File: src/sv/urb_pkg.sv
// Package for the UART receive/transmit ring-buffer pair.
// Request codes, internal operation codes and queue types.
// No dependencies.
`timescale 1ns / 1ps

package urb_pkg;

    localparam logic [2:0] REQ_RX_BYTE     = 3'd0;
    localparam logic [2:0] REQ_CPU_READ    = 3'd1;
    localparam logic [2:0] REQ_CPU_WRITE   = 3'd2;
    localparam logic [2:0] REQ_TX_EMPTY    = 3'd3;
    localparam logic [2:0] REQ_TX_COMPLETE = 3'd4;

    typedef enum logic [2:0] {
        OP_NONE    = 3'd0,
        OP_RX_PUSH = 3'd1,
        OP_RX_POP  = 3'd2,
        OP_TX_PUSH = 3'd3,
        OP_TX_SEND = 3'd4,
        OP_TX_DONE = 3'd5
    } op_t;

    typedef struct packed {
        op_t        op;
        logic [7:0] data;
    } item_t;

    typedef struct packed {
        logic  valid;
        item_t item;
    } head_t;

endpackage

File: src/sv/urb_front.sv
// Front end: accepts request beats, decodes them into operations and
// holds them in a two-entry queue for the back end. Depends on urb_pkg.
`timescale 1ns / 1ps

module urb_front (
    input  logic           clk,
    input  logic           rst_n,
    input  logic           in_valid,
    output logic           in_stall,
    input  logic [2:0]     req_type,
    input  logic [7:0]     data_in,
    output urb_pkg::head_t head,
    input  logic           pop
);
    import urb_pkg::*;

    item_t      q_reg [2];
    logic       wr_ptr_reg, wr_ptr_next;
    logic       rd_ptr_reg, rd_ptr_next;
    logic [1:0] count_reg, count_next;
    op_t        op_dec;
    logic       push;

    always_comb
    begin
        unique case (req_type)
            REQ_RX_BYTE:     op_dec = OP_RX_PUSH;
            REQ_CPU_READ:    op_dec = OP_RX_POP;
            REQ_CPU_WRITE:   op_dec = OP_TX_PUSH;
            REQ_TX_EMPTY:    op_dec = OP_TX_SEND;
            REQ_TX_COMPLETE: op_dec = OP_TX_DONE;
            default:         op_dec = OP_NONE;
        endcase
    end

    assign in_stall = (count_reg == 2'd2);
    assign push     = in_valid && !in_stall;

    always_comb
    begin
        wr_ptr_next = wr_ptr_reg;
        rd_ptr_next = rd_ptr_reg;
        count_next  = count_reg;
        if (push)
        begin
            wr_ptr_next = ~wr_ptr_reg;
        end
        if (pop)
        begin
            rd_ptr_next = ~rd_ptr_reg;
        end
        if (push && !pop)
        begin
            count_next = count_reg + 2'd1;
        end
        else if (pop && !push)
        begin
            count_next = count_reg - 2'd1;
        end
    end

    always_ff @(posedge clk)
    begin
        if (push)
        begin
            q_reg[wr_ptr_reg] <= '{op: op_dec, data: data_in};
        end
    end

    always_ff @(posedge clk or negedge rst_n)
    begin
        if (!rst_n)
        begin
            wr_ptr_reg <= 1'b0;
            rd_ptr_reg <= 1'b0;
            count_reg  <= 2'd0;
        end
        else
        begin
            wr_ptr_reg <= wr_ptr_next;
            rd_ptr_reg <= rd_ptr_next;
            count_reg  <= count_next;
        end
    end

    assign head.valid = (count_reg != 2'd0);
    assign head.item  = q_reg[rd_ptr_reg];

endmodule

File: config.mk
export PLATFORM = sky130hd
export DESIGN_NAME = urb_front
export DESIGN_NICKNAME = d
export VERILOG_FILES = /design/src/sv/urb_pkg.sv /design/src/sv/urb_front.sv
export SDC_FILE = /design/constraint.sdc
export NUM_CORES = 1
export LEC_CHECK = 0
export BUFFER_PORTS_ARGS = -buffer_cell sky130_fd_sc_hd__buf_2
export CAP_MARGIN = 20
export CORE_UTILIZATION = 48
export CTS_BUF_LIST = sky130_fd_sc_hd__clkbuf_8
export CTS_CLUSTER_SIZE = 12
export DETAILED_ROUTE_END_ITERATION = 6
export PLACE_DENSITY = 0.77
export SYNTH_ARGS = -nofsm -noshare
export SYNTH_HDL_FRONTEND = slang
export SYNTH_SLANG_ARGS = --single-unit
File: constraint.sdc
create_clock -name clk -period 1.6 [get_ports clk]
set_input_delay 0.24 -clock clk [delete_from_list [all_inputs] [get_ports clk]]
set_output_delay 0.24 -clock clk [all_outputs]
set_load 0.05 [all_outputs]
==> flow_summary.yaml <==
cts:
  ctsRootBufferMaster: "clkbuf_8"
  cts.sink_count: 26
  clock_path_buffers: 2
  cts_tree: "built"
  cts_buffers: 3
  clock_latency_ns: 0.26
  clkTransAtPathRegs_ns: 0.08
  h-tree-depth: 1
setup_path:
  cp-start-kind: "flip-flop"
  slowest_stage: "dfrtp_1"
  critical_path_class: "reg2out"
  worstPathArrival_ns: 1.33
  timing.rr.end: "count_reg[1]"
  cp_cell_sequence: "buf_4 -> mux2_4 -> buf_4"
  critPathRequiredTime_ns: 1.36
  cpPeakStageDelay_ns: 0.40
  r2r_start: "count_reg[0]"
  worstSetupStartpoint: "rd_ptr_reg"
  worstPathMaxFanout: 6
  endpoint_kind: "primary output"
  ff2ff_path_depth: 7
  r2r_slack_ns: 0.21
  crit_path_end: "head[5]"
  cpMostUsedCell: "buf_4"
timing:
  final_max_slew_viol_count: 0
  fin_skew_ns: 0.002400
  post-route-period-util: 0.9803
  rsz0062_at_grt: "true"
  hold_viol_final: 0
  setup_viol: 0
  worst_pin_slew_ns: 0.2478
  min_period_ns: 1.568
  fmax_mhz: 637.6
  worst_slew_margin_rel: 0.8359
yosys:
  synth-seq-cells: 26
  syn_inst: 60
  synth.yosys.seq_area_share: 0.7103
  synth_simple_gate_area_share: 0.05140
  postSynthAreaPerCell_um2: 17.85
  synth_fa_ha_area_frac: 0.01168
  synth_cell_types: 17
  synth-compound-area-share: 0.009346
  muxShareOfSynthArea: 0.1472
  ys_warn_count: 0
  syn_nets: 76
  synth_top_family_by_area: "multiplexers"
  synthesis.area_mm2: 0.001071
  synth_xor_area_frac: 0.04907
global_route:
  grt_max_degree: 15
  grt_pass1_vias: 610
  antenna_found_initial: 0
  grt_pass1_wl_um: 2622
  grt_usage: 0.1508
  grt_remaining_overflow: 0
route:
  drt_first_iter_violations: 2
  drc_errors: 0
  vias: 598
  antenna_left: 0
  dr.pass1.iters: 3
  drt-wirelength-per-cell_um: 13.01
  drt-total-wl_um: 1626
  vias_per_cell: 4.784
pwr:
  pwr_density_cell_mw_per_mm2: 2057
  p_leak_nw: 0.5958
  finalPower_mw: 2.810
  ir_worst_vdd_mv: 1.166
final_layout:
  area_delta_synth_final_pct: 27.57
  largest_register_ffs: 22
  final_net_count: 115
  diodes: 0
  fillCellCount: 147
  fin_util: 0.6757
  drive_gt1_frac: 0.5204
  fin_area_mm2: 0.001366
floorplan:
  row_count: 16
  die-height_um: 49.24
  die_area_mm2: 0.002424
  ios: 28
  die_w_um: 49.24
  coreArea_mm2: 0.002022
  start_util: 0.5297
placement:
  dpl_cell_area_mm2: 0.001274
  port_buffers: 27
  hpwl_um: 1279
  gp_congestion: 0.6348
outcome:
  status: "complete, no violations"
hold_path:
  min_path_type: "in2reg"
job:
  max_cap_viol_count: 0
cell usage in the layout, fill, tap and decap left out:
cell type	instances
dlygate4sd3_1	1
or2_2	1
nand2b_4	1
o21ai_0	1
buf_4	14
xnor2_1	3
mux2_2	2
clkinv_1	1
dfrtp_1	4
and3_1	1
buf_6	2
mux2_4	9
nor2_1	4
clkbuf_8	3
nand2_2	1
nand2_1	2
xor2_1	3
ha_1	1
edfxtp_1	22
buf_2	18
a21oi_1	1
inv_1	3
how the worst min path moves through the flow:
stage | start | endpoint | slack, ns | depth (start not counted)
detailed placement | rst_n | count_reg[0] | 0.05 | 1
finish | data_in[4] | q_reg[0][4] | 0.17 | 1
floorplan | rst_n | count_reg[0] | -0.06 | 0
global route | data_in[0] | q_reg[0][0] | 0.16 | 1
global placement | rst_n | count_reg[0] | 0.05 | 1
CTS | data_in[1] | q_reg[0][1] | 0.16 | 1
cell usage after synthesis:
library cell | number | share of area
or2_2 | 1 | 0.0058
buf_6 | 1 | 0.011
edfxtp_1 | 22 | 0.62
o21ai_0 | 1 | 0.0047
xor2_1 | 3 | 0.025
nand2b_4 | 1 | 0.013
and3_1 | 1 | 0.0058
xnor2_1 | 3 | 0.025
mux2_2 | 2 | 0.021
ha_1 | 1 | 0.012
nand2_2 | 1 | 0.0058
nor2_1 | 4 | 0.014
a21oi_1 | 1 | 0.0047
inv_1 | 3 | 0.011
dfrtp_1 | 4 | 0.093
nand2_1 | 2 | 0.0070
mux2_4 | 9 | 0.13
through the flow:
stage	hold slack, ns	setup slack (ns)	instances	TNS, ns
floorplan	-0.05559	0.1366	60	0
finish	0.1680	0.03154	125	0
detailed placement	0.04977	0.1965	119	0
global route	0.1643	-0.007857	125	-0.02751
global placement	0.04914	0.2363	119	0
CTS	0.1582	0.003315	125	0
report_power, final:
part,switching [mW],leakage [nW],internal [mW],total [mW]
registers,0.0897,0.252,0.943,1.03
logic,0.860,0.321,0.569,1.43
clock network,0.177,0.0231,0.171,0.348
cells by family (layout without fill, tap and decap cells):
family / after synthesis / after routing
muxes: 11 / 11
AOI/OAI and AO/OA: 2 / 2
DFF: 26 / 26
buffers and inverters: 4 / 42
and+or+nand+nor: 10 / 10
adders and majority gates: 1 / 1
xor gates and xnor gates: 6 / 6
routing by layer:
layer / GRT usage / up-vias / share of wire
li1: - / 290 / -
met5: 0 / - / 0
met4: 0.04412 / 0 / 0
met1: 0.1458 / 288 / 0.38
met3: 0.05296 / 0 / 0.066
met2: 0.2922 / 20 / 0.56
timing repair:
item,in CTS,in global routing
endpoints found under the hold margin,4,0
setup buffers,1,0
setup endpoints to repair,9,9
hold buffers,1,0
gates resized for setup,5,10
worst max-delay path, delay by kind of cell, from the launching register on:
family                 cells  cell delay, ns
buffers and inverters      2            0.37
flip-flops                 1            0.40
multiplexers               1            0.30
final cells by class:
class                   instances  area [um2]  share of cell area
flip-flops and latches         26       760.7              0.5568
multi-input cells              30       287.8              0.2106
well taps                      27       33.78             0.02473
inverters                       3       11.26            0.008242
clock inverters                 1       3.754            0.002747
clock buffers                   3       41.29             0.03022
repair buffers                 35       227.7              0.1667
Note: power is estimated with default switching activity, not from simulation.
